## src/rtl/esf_pkg.sv

```systemverilog
// Shared types, constants and the arctangent table of the eclipse shadow fraction block.
`timescale 1ns / 1ps
package esf_pkg;

  localparam int AngleW      = 32;
  localparam int FracW       = 17;
  localparam int NormW       = 31;
  localparam int SumW        = 34;
  localparam int CordicIters = 30;
  localparam int SqrtIters   = 32;
  localparam int DivIters    = 16;
  localparam int MulSteps1   = 6;
  localparam int MulSteps2   = 4;
  localparam int QueueDepth  = 4;
  localparam int QPtrW       = $clog2(QueueDepth);
  localparam int QCntW       = $clog2(QueueDepth + 1);

  localparam logic [FracW-1:0]   FracFull  = 17'h10000;
  localparam logic [FracW-1:0]   FracNone  = 17'h00000;
  localparam logic [31:0]        PiQ30     = 32'd3373259426;
  localparam logic signed [32:0] HalfPiQ30 = 33'sd1686629713;

  typedef enum logic [1:0] {
    REG_SUNLIT   = 2'd0,
    REG_UMBRA    = 2'd1,
    REG_PENUMBRA = 2'd2
  } region_t;

  typedef struct packed {
    logic [AngleW-1:0] earth_radius_angle;
    logic [AngleW-1:0] sun_radius_angle;
    logic [AngleW-1:0] separation_angle;
  } item_t;

  typedef struct packed {
    logic [FracW-1:0] shadow_fraction;
    region_t          region;
  } result_t;

  // classified and normalized work passed from front to back
  typedef struct packed {
    region_t          region;
    logic [NormW-1:0] a;
    logic [NormW-1:0] b;
    logic [NormW-1:0] c;
    logic [NormW-1:0] d;
  } job_t;

  typedef enum logic [3:0] {
    B_IDLE,
    B_MUL1,
    B_SQRT,
    B_CINIT,
    B_CORDIC,
    B_MUL2,
    B_SUM,
    B_KITE,
    B_CMP,
    B_DIV,
    B_DONE
  } back_state_t;

  // floor(atan(2^-i) * 2^30)
  function automatic logic [29:0] atan_entry(input logic [4:0] i);
    logic [29:0] t;
    unique case (i)
      5'd0:  t = 30'd843314856;
      5'd1:  t = 30'd497837829;
      5'd2:  t = 30'd263043836;
      5'd3:  t = 30'd133525158;
      5'd4:  t = 30'd67021686;
      5'd5:  t = 30'd33543515;
      5'd6:  t = 30'd16775850;
      5'd7:  t = 30'd8388437;
      5'd8:  t = 30'd4194282;
      5'd9:  t = 30'd2097149;
      5'd10: t = 30'd1048575;
      5'd11: t = 30'd524287;
      5'd12: t = 30'd262143;
      5'd13: t = 30'd131071;
      5'd14: t = 30'd65535;
      5'd15: t = 30'd32767;
      5'd16: t = 30'd16383;
      5'd17: t = 30'd8191;
      5'd18: t = 30'd4095;
      5'd19: t = 30'd2047;
      5'd20: t = 30'd1023;
      5'd21: t = 30'd511;
      5'd22: t = 30'd255;
      5'd23: t = 30'd127;
      5'd24: t = 30'd63;
      5'd25: t = 30'd31;
      5'd26: t = 30'd15;
      5'd27: t = 30'd7;
      5'd28: t = 30'd3;
      5'd29: t = 30'd1;
      default: t = 30'd0;
    endcase
    return t;
  endfunction

endpackage

```

## src/rtl/esf_queue.sv

```systemverilog
// Short job queue between front and back ends.
`timescale 1ns / 1ps
module esf_queue import esf_pkg::*; (
  input  logic clk,
  input  logic rst,
  input  logic push,
  input  job_t push_job,
  output logic full,
  input  logic pop,
  output job_t pop_job,
  output logic empty
);

  job_t             slots [QueueDepth];
  logic [QPtrW-1:0] wr_ptr, rd_ptr;
  logic [QCntW-1:0] count;

  assign full    = count == QCntW'(QueueDepth);
  assign empty   = count == '0;
  assign pop_job = slots[rd_ptr];

  always_ff @(posedge clk) begin
    if (rst) begin
      wr_ptr <= '0;
      rd_ptr <= '0;
      count  <= '0;
    end else begin
      if (push) wr_ptr <= wr_ptr + 1'b1;
      if (pop)  rd_ptr <= rd_ptr + 1'b1;
      if (push && !pop)      count <= count + 1'b1;
      else if (pop && !push) count <= count - 1'b1;
    end
  end

  always_ff @(posedge clk) begin
    if (push) slots[wr_ptr] <= push_job;
  end

endmodule

```

## config.mk

```make
export PLATFORM = sky130hd
export DESIGN_NAME = esf_queue
export DESIGN_NICKNAME = d
export VERILOG_FILES = /design/src/rtl/esf_pkg.sv /design/src/rtl/esf_queue.sv
export SDC_FILE = /design/constraint.sdc
export NUM_CORES = 1
export LEC_CHECK = 0
export ABC_AREA = 0
export BUFFER_PORTS_ARGS = -buffer_cell sky130_fd_sc_hd__buf_2
export CORE_AREA = 4 4 234 167
export CTS_CLUSTER_SIZE = 40
export DETAILED_ROUTE_END_ITERATION = 6
export DIE_AREA = 0 0 238 171
export PLACE_DENSITY = 0.74
export RECOVER_POWER = 25
export SYNTH_ARGS = -nofsm -noshare
export SYNTH_HDL_FRONTEND = slang
export SYNTH_SLANG_ARGS = --single-unit
```

## constraint.sdc

```tcl
create_clock -name clk -period 4.05 [get_ports clk]
set_input_delay 0 -clock clk [delete_from_list [all_inputs] [get_ports clk]]
set_output_delay 0 -clock clk [all_outputs]
set_load 0.02 [all_outputs]
```

==> run summary <==
Post-synth EDFFs - 504
WP depth - 3
Post-CTS Setup Inserts - 0
Vias per cell - 5.34
Starting density of the core - 50.4%
Routability cong. - 0.708
Seq/Total Area, Yosys - 82.4%
Cell-by-cell listing of the critical path - buf_12 -> mux4_2 -> buf_2
Post-Route WL - 36,700 µm
Design Area, Final - 23,200 µm²
Synthesized flop and latch total - 513
RSZ-0062 raised after global routing - false
Leak - 7.69 nW
Relative slew margins - 40.3%
Dpl cell area - 20,500 µm²
Mapped Avg Cell Area - 26.5 µm²
Post-synth top flop - edfxtp_1
Tcrit/Tclk final - 64.5%
Core area - 36,800 µm²
Drt pass-1 iters - 5
Buffers & Inverters on Critical Path - 2
Kind of critical path - reg2out
DRC viols - 0
Max_cap viols - 0
Vias in the first global route - 9,696
Crit path max-delay cell type - dfxtp_4
Pwr Density - 510 nW/µm²
Cells after Synth - 702
Avg WL per Cell - 22.3 µm
Final Setup Violations - 0
CP endpoint - pop_job[23]
Worst R2R Setup Slack - 1.96 ns
Area growth, synth to finish - 24.9%
Unique masters post-synth - 21
Total track usage - 18.2%
CTS buffer count - 47
HP Class - in2reg
Layout cells sized above 1 - 33.6%
Chip width - 238 µm
Critical path endpoint category - output pin
Antenna Nets Post-Route - 0
Worst-path maximum fanout - 50
H-tree levels - 2
CP top delay family - flip-flops
Setup crit start kind - flop
CTS tree - yes
Commonest non-fill, non-tap cell in the layout - edfxtp_1
Die area - 40,700 µm²
Via count - 8,812
CP max stage delay - 0.79 ns
Clk Latency, worst-skew pair - 0.55 ns
Fin crit period - 2.61 ns
Largest net degree at the start of global routing - 88
Achievable Freq - 383 MHz
Deepest clock path buffer count - 3
I/O pin cnt - 258
DP Wirelength - 21,500 µm
Hold Vio Cnt, Final - 0
R2R depth - 4
Initial DRC Count - 749
Setup Skew - 0.0107 ns
Post-synthesis cell area - 18,600 µm²
Slew Limit Fails - 0
Grt ovf - 0
Worst-case vdd ir drop - 0.355 mV
Final hold slack - 0.220 ns
Slew @ Worst Pin - 0.896 ns
Clk root buf - clkbuf_16
Worst R2R End - slots[0][92]
Number of cell rows - 59
Initial antenna violation count - 3
First-pass GRT wire length - 56,800 µm
Net Count, Synth - 838
Die height - 171 µm
YS warnings - 0
Async SR Flop Fraction - 0%
Clk sinks - 513
Port bufs - 257
Reg clk slew, reported paths - 0.06 ns
Most frequent cells in the layout - 504 x edfxtp_1, 180 x buf_2, 129 x dlygate4sd3_1
Sum Neg Setup Slack - 0 ns
Worst path arrival time - 2.61 ns
NumNets Final - 1,259
Status - finished clean
RR Startpoint - wr_ptr[0]
Worst Path Required - 4.05 ns
## routing by layer
layer / track usage [%] / wire, µm
met5: 0 / 0
met4: 4.01 / 622
met3: 5.17 / 2850
met2: 30.7 / 18400
met1: 24.2 / 14800
## report_power, final
part	internal, W	switching, W
clock	0.00249	0.00182
sequential	0.00610	0.0000910
combinational	0.000571	0.000759
## worst min path at each step
stage | start | to | slack (ns) | cells past startpoint
3_3_place_gp | push_job[26] | slots[3][26] | 0.21 | 1
5_1_grt | push_job[74] | slots[2][74] | 0.22 | 2
6_report | push_job[8] | slots[3][8] | 0.22 | 2
3_5_place_dp | push_job[120] | slots[2][120] | 0.22 | 1
4_1_cts | push_job[95] | slots[1][95] | 0.16 | 2
2_1_floorplan | push_job[0] | slots[0][0] | 0.1 | 0
## cell families (layout without fill, tap and decap cells)
kind of cell    Yosys count  after routing  share of synthesized area, %
compound gates            2              2                        0.0538
xor+xnor                  5              5                         0.236
buf+inv                  33            489                          1.04
mux                     128            128                          15.4
fa+ha+maj                 6              6                         0.445
flops                   513            513                          82.4
other cells               0              3                             0
simple gates             15             15                         0.397
## synthesized netlist by cell type, drive strengths merged, types with 2 or more instances
| library cell | number | area, µm² |
|---|---|---|
| edfxtp | 504 | 15100 |
| mux4 | 126 | 2840 |
| buf | 22 | 153 |
| dfxtp | 9 | 180 |
| clkbuf | 7 | 26.3 |
| nor2 | 7 | 26.3 |
| ha | 5 | 62.6 |
| and2 | 4 | 25.0 |
| inv | 4 | 15.0 |
| xor2 | 3 | 26.3 |
| mux2i | 2 | 20.0 |
| xnor2 | 2 | 17.5 |
## registers in the layout (all words and copies together), names as in the netlist, named ones only
name / count
wr_ptr: 2
slots: 504
rd_ptr: 2
count: 3
## metrics by stage
stage | worst slack, ns | std cells | total power, W | util, %
floorplan | 0.115 | 702 | 0.00710 | -
global placement | 1.90 | 1433 | 0.00753 | 55.7
detailed placement | 1.89 | 1433 | 0.00757 | 55.7
CTS | 1.29 | 1646 | 0.0120 | 63.2
global route | 1.17 | 1649 | 0.0123 | 63.0
finish | 1.44 | 1649 | 0.0118 | 63.0
## area by class of cell
class / count / area, µm²
diodes: 3 / 7.51
clock buffers: 60 / 1250
flip-flops and latches: 513 / 15300
clock inverters: 24 / 250
multi-input cells: 156 / 3080
repair buffers: 401 / 2670
well taps: 488 / 611
fillers: 2500 / 13600
inverters: 4 / 15.0
## timing repair
item	CTS	global route
hold endpoints to repair	513	0
gates resized for setup	0	0
hold buffers	129	0
(Power assumes the default switching activity.)
