<file path="src/rtl/esf_pkg.sv">
// Shared types, constants and the arctangent table of the eclipse shadow fraction block.
`timescale 1ns / 1ps
package esf_pkg;

  localparam int AngleW      = 32;
  localparam int FracW       = 17;
  localparam int NormW       = 31;
  localparam int SumW        = 34;
  localparam int CordicIters = 30;
  localparam int SqrtIters   = 32;
  localparam int DivIters    = 16;
  localparam int MulSteps1   = 6;
  localparam int MulSteps2   = 4;
  localparam int QueueDepth  = 4;
  localparam int QPtrW       = $clog2(QueueDepth);
  localparam int QCntW       = $clog2(QueueDepth + 1);

  localparam logic [FracW-1:0]   FracFull  = 17'h10000;
  localparam logic [FracW-1:0]   FracNone  = 17'h00000;
  localparam logic [31:0]        PiQ30     = 32'd3373259426;
  localparam logic signed [32:0] HalfPiQ30 = 33'sd1686629713;

  typedef enum logic [1:0] {
    REG_SUNLIT   = 2'd0,
    REG_UMBRA    = 2'd1,
    REG_PENUMBRA = 2'd2
  } region_t;

  typedef struct packed {
    logic [AngleW-1:0] earth_radius_angle;
    logic [AngleW-1:0] sun_radius_angle;
    logic [AngleW-1:0] separation_angle;
  } item_t;

  typedef struct packed {
    logic [FracW-1:0] shadow_fraction;
    region_t          region;
  } result_t;

  // classified and normalized work passed from front to back
  typedef struct packed {
    region_t          region;
    logic [NormW-1:0] a;
    logic [NormW-1:0] b;
    logic [NormW-1:0] c;
    logic [NormW-1:0] d;
  } job_t;

  typedef enum logic [3:0] {
    B_IDLE,
    B_MUL1,
    B_SQRT,
    B_CINIT,
    B_CORDIC,
    B_MUL2,
    B_SUM,
    B_KITE,
    B_CMP,
    B_DIV,
    B_DONE
  } back_state_t;

  // floor(atan(2^-i) * 2^30)
  function automatic logic [29:0] atan_entry(input logic [4:0] i);
    logic [29:0] t;
    unique case (i)
      5'd0:  t = 30'd843314856;
      5'd1:  t = 30'd497837829;
      5'd2:  t = 30'd263043836;
      5'd3:  t = 30'd133525158;
      5'd4:  t = 30'd67021686;
      5'd5:  t = 30'd33543515;
      5'd6:  t = 30'd16775850;
      5'd7:  t = 30'd8388437;
      5'd8:  t = 30'd4194282;
      5'd9:  t = 30'd2097149;
      5'd10: t = 30'd1048575;
      5'd11: t = 30'd524287;
      5'd12: t = 30'd262143;
      5'd13: t = 30'd131071;
      5'd14: t = 30'd65535;
      5'd15: t = 30'd32767;
      5'd16: t = 30'd16383;
      5'd17: t = 30'd8191;
      5'd18: t = 30'd4095;
      5'd19: t = 30'd2047;
      5'd20: t = 30'd1023;
      5'd21: t = 30'd511;
      5'd22: t = 30'd255;
      5'd23: t = 30'd127;
      5'd24: t = 30'd63;
      5'd25: t = 30'd31;
      5'd26: t = 30'd15;
      5'd27: t = 30'd7;
      5'd28: t = 30'd3;
      5'd29: t = 30'd1;
      default: t = 30'd0;
    endcase
    return t;
  endfunction

endpackage

</file>
<file path="src/rtl/esf_front.sv">
// Front end: accepts items, classifies the overlap and normalizes the lens factors.
`timescale 1ns / 1ps
module esf_front import esf_pkg::*; (
  input  logic    clk,
  input  logic    rst,
  input  logic    item_valid,
  output logic    item_stall,
  input  item_t   item,
  input  logic    full,
  output logic    push,
  output job_t    job
);

  logic                  s1_valid;
  region_t               s1_region;
  logic [SumW-1:0]       s1_a, s1_b, s1_c, s1_d;

  logic [AngleW:0]       sum_es;
  logic [AngleW-1:0]     diff_es;
  logic                  apart, contained, accept;
  logic [SumW-1:0]       e_x, s_x, l_x;
  logic [5:0]            msb;
  logic                  shift_right;
  logic [5:0]            rsh, lsh;

  assign e_x     = SumW'(item.earth_radius_angle);
  assign s_x     = SumW'(item.sun_radius_angle);
  assign l_x     = SumW'(item.separation_angle);
  assign sum_es  = {1'b0, item.earth_radius_angle} + {1'b0, item.sun_radius_angle};
  assign diff_es = (item.earth_radius_angle > item.sun_radius_angle) ?
                   item.earth_radius_angle - item.sun_radius_angle :
                   item.sun_radius_angle - item.earth_radius_angle;
  assign apart     = {1'b0, item.separation_angle} >= sum_es;
  assign contained = item.separation_angle <= diff_es;

  assign item_stall = s1_valid && full;
  assign accept     = item_valid && !item_stall;
  assign push       = s1_valid && !full;

  always_ff @(posedge clk) begin
    if (rst) begin
      s1_valid <= 1'b0;
    end else if (accept) begin
      s1_valid <= 1'b1;
    end else if (push) begin
      s1_valid <= 1'b0;
    end
  end

  always_ff @(posedge clk) begin
    if (accept) begin
      s1_region <= apart ? REG_SUNLIT : (contained ? REG_UMBRA : REG_PENUMBRA);
      s1_a      <= SumW'(sum_es) - l_x;
      s1_b      <= l_x + s_x - e_x;
      s1_c      <= l_x + e_x - s_x;
      s1_d      <= l_x + e_x + s_x;
    end
  end

  // bring d into [2^30, 2^31); right shifts truncate
  always_comb begin
    msb = 6'd0;
    for (int i = 0; i < SumW; i++) begin
      if (s1_d[i]) msb = 6'(i);
    end
  end

  assign shift_right = msb > 6'(NormW - 1);
  assign rsh         = msb - 6'(NormW - 1);
  assign lsh         = 6'(NormW - 1) - msb;

  function automatic logic [NormW-1:0] norm(input logic [SumW-1:0] x, input logic rt,
                                            input logic [5:0] r, input logic [5:0] l);
    logic [SumW-1:0] y;
    y = rt ? (x >> r) : (x << l);
    return y[NormW-1:0];
  endfunction

  assign job.region = s1_region;
  assign job.a      = norm(s1_a, shift_right, rsh, lsh);
  assign job.b      = norm(s1_b, shift_right, rsh, lsh);
  assign job.c      = norm(s1_c, shift_right, rsh, lsh);
  assign job.d      = norm(s1_d, shift_right, rsh, lsh);

endmodule

</file>
<file path="config.mk">
export PLATFORM = sky130hd
export DESIGN_NAME = esf_front
export DESIGN_NICKNAME = d
export VERILOG_FILES = /design/src/rtl/esf_pkg.sv /design/src/rtl/esf_front.sv
export SDC_FILE = /design/constraint.sdc
export NUM_CORES = 2
export LEC_CHECK = 0
export ABC_AREA = 1
export BUFFER_PORTS_ARGS = -buffer_cell sky130_fd_sc_hd__buf_4
export CORE_ASPECT_RATIO = 0.9
export CORE_UTILIZATION = 45
export CTS_CLUSTER_DIAMETER = 120
export DETAILED_ROUTE_END_ITERATION = 12
export SYNTH_ARGS = -nofsm -noshare
export SYNTH_HDL_FRONTEND = slang
export SYNTH_SLANG_ARGS = --single-unit
</file>
<file path="constraint.sdc">
create_clock -name clk -period 7.7 [get_ports clk]
set_clock_uncertainty 0.15 [all_clocks]
set_input_delay 0.385 -clock clk [delete_from_list [all_inputs] [get_ports clk]]
set_output_delay 0.385 -clock clk [all_outputs]
set_load 0.01 [all_outputs]
</file>
==> flow_summary.yaml <==
flow_run:
  cap_violations: 0
synthesis:
  ys_warn_count: 0
  async_reset_ff_share_pct: 0
  syn_area_per_cell_sq_um: 6.03
  synth.cell_area_sq_um: 30400
  synth_edf_count: 136
  ys_seq_elements: 137
  yosysSeqAreaShare_pct: 13.5
  synth.distinct_cells: 59
  synth_flop_cell: "edfxtp_1"
  syn-instance-count: 5041
  synth_top_cell_by_area: "nand3_1"
  yosys-top-cells-area: "nand3_1 19%, nand2_1 16%, edfxtp_1 13%, ha_1 13%, inv_1 6.3%"
  synth_top_area_share_pct: 19.4
  syn_nets: 5501
grt:
  grt.total_usage_pct: 42.4
  grt_overflow_total: 0
  antenna_found_initial: 5
  first_global_vias: 34400
  grt_max_degree: 120
  grt_pass1_wl_mm: 217
detailed_routing:
  drc_errors: 0
  met2_length_mm: 63.3
  wl_met3_mm: 15.2
  antenna_left: 0
  met1Wirelength_mm: 59.6
  highest_layer: "met5"
  first_pass_iters: 7
  vias: 36800
  post_drt_wl_per_cell_microns: 25.0
  vias_per_cell: 6.17
  first_iter_violations: 5187
  totalWireLength_mm: 149
pwr:
  totalPowerFinal_uw: 13000
  p_leak_uw: 0.0172
  power.density_nw_per_um2: 389
  vdd_drop_max_uv: 313
clocking:
  cts_tree: "done"
  ctsResizeCount: 0
  cts.path.max_buffers: 2
  clk_pin_slew_ps: 70
  cts.sinks: 137
  cts_buffers: 17
  clock_latency_ps: 440
  postCtsSetupRepairBufs: 0
  cts_root_buffer: "clkbuf_16"
  ctsHoldBuffers: 1
  h-tree-depth: 4
cells_and_area:
  layout_common_cells: "1316 x nand2_1, 1177 x nand3_1, 508 x inv_1"
  multi_input_area_sq_um: 23300
  fillCellCount: 7232
  register_area_sq_um: 4100
  nets: 5528
  layout_commonest_cell: "nand2_1"
  area.growth.synth_to_final_pct: 9.47
  drive_above_1_share_pct: 7.07
worst_setup_path:
  cp_data_required_time_ps: 7160
  reg2reg_depth: 5
  crit_path_max_fanout: 63
  crit_type: "register to output port"
  regToRegEndpoint: "s1_a[26]"
  slowest_delay_ps: 800
  worstSetupEndpointType: "output port"
  start_kind: "register"
  slowest_stage: "buf_4"
  r2r_setup_slack_ps: 5130
  crit_top_cell: "nand2_1"
  r2r_start: "s1_valid"
  worstPathArrival_ps: 6400
min_path:
  hold_path.class: "input port to register"
  hold_path_depth: 3
  holdPathEnd: "s1_valid"
  min-delay-start: "full"
floorplanning:
  coreArea_sq_um: 66900
  die_w_microns: 276
  rows: 90
  die_y_microns: 249
  start_util_pct: 45.4
  dieArea_sq_um: 68600
  num_io_pins: 228
sta:
  hold_viol: 0
  tightest_slew_ps: 1270
  finalMaxSlewViolations: 0
  setup_viol: 0
  min_period_over_period_pct: 90.1
  setup_tns_ps: 0
  rsz0062_at_grt: "false"
  relSlewSlack_pct: 15.0
  fmax_mhz: 144
  fin_crit_ps: 6930
placement:
  gp_congestion: 1.07
  port_buffers: 227
  dp_hpwl_mm: 117
outcome:
  outcome: "finished, final reports clean"
==> how the worst max path moves through the flow <==
stage / slack, ps / cells after the start / end / start
finish: 770 / 42 / job[90] / s1_d[2]
global placement: 990 / 34 / s1_region[0] / item[33]
CTS: 1280 / 42 / job[90] / s1_d[2]
global route: 420 / 42 / job[90] / s1_d[2]
detailed placement: 990 / 34 / s1_region[0] / item[33]
floorplan: 730 / 3 / s1_a[0] / full
==> report_power, final <==
group          leakage, uW  internal (uW)  switching, uW
clock network     0.000280            456            350
registers          0.00133           1150            121
logic               0.0156           3180           7700
==> synthesized netlist by cell type (3+ instances only) <==
cell type	instances
a21o_1	6
o211ai_2	5
inv_1	511
or2_2	3
nor2_1	202
buf_2	33
buf_4	17
o21a_1	9
ha_1	321
a221oi_1	6
a31oi_1	8
o31ai_1	9
o221ai_1	10
o21ai_2	5
nor4_1	10
clkbuf_1	151
o21ai_0	127
nor3_1	19
edfxtp_1	136
a21boi_1	10
nand4_1	30
a211oi_1	17
xor2_1	191
o211ai_1	35
and2_1	10
o21ai_1	137
o21bai_1	5
a21oi_1	340
buf_6	8
fa_1	39
mux2i_1	6
o31ai_2	8
nand3_1	1177
inv_2	6
nand2_2	3
nand2_1	1317
buf_1	57
xnor2_1	27
==> cell families (layout without fill, tap and decap cells) <==
| family | Yosys count | after routing | share of synthesized area [%] |
|---|---|---|---|
| xor gates and xnor gates | 220 | 220 | 6.39 |
| adders and majority gates | 360 | 360 | 15.8 |
| and+or+nand+nor | 2777 | 2777 | 39.8 |
| muxes | 6 | 6 | 0.198 |
| buffers and inverters | 785 | 825 | 10.2 |
| AOI/OAI and AO/OA | 756 | 756 | 14.1 |
| DFF | 137 | 137 | 13.5 |
| other | 0 | 1 | 0 |
==> worst max-delay path: cells and delay by family, from the launching register on <==
kind	cells	cell delay, ps
buf+inv	4	1600
flops	1	390
simple gates	37	3410
fa+ha+maj	1	420
==> state kept, by name, indices dropped and copies added, names as in the netlist <==
signal and flops:
s1_b 33, s1_c 33, s1_a 34, s1_valid 1, s1_region 2, s1_d 34
==> per-layer routing <==
layer / global-route usage, % / up-vias
met5: 0 / -
met3: 8.08 / 485
met1: 55.6 / 17100
li1: - / 17000
met4: 26.4 / 4
met2: 63.6 / 2162
==> area by class of cell <==
type / count / area share (%)
inverters: 519 / 5.89
repair buffers: 274 / 6.68
clock inverters: 15 / 0.466
clock buffers: 17 / 1.28
well taps: 874 / 3.29
diodes: 1 / 0.00752
multi-input cells: 4119 / 70.1
flip-flops and latches: 137 / 12.3
==> through the flow <==
| stage | instance area [sq um] | hold WS (ps) | setup slack (ps) | utilization (%) | instances |
|---|---|---|---|---|---|
| 2_1_floorplan | 30400 | 298 | 730 | - | 5041 |
| 3_3_place_gp | 32700 | 319 | 986 | 48.9 | 5922 |
| 3_5_place_dp | 32700 | 324 | 988 | 48.9 | 5922 |
| 4_1_cts | 33300 | 62.4 | 1280 | 49.7 | 5955 |
| 5_1_grt | 33300 | 121 | 423 | 49.7 | 5955 |
| 6_report | 33300 | 80.3 | 766 | 49.7 | 5956 |
(Power assumes the default switching activity.)
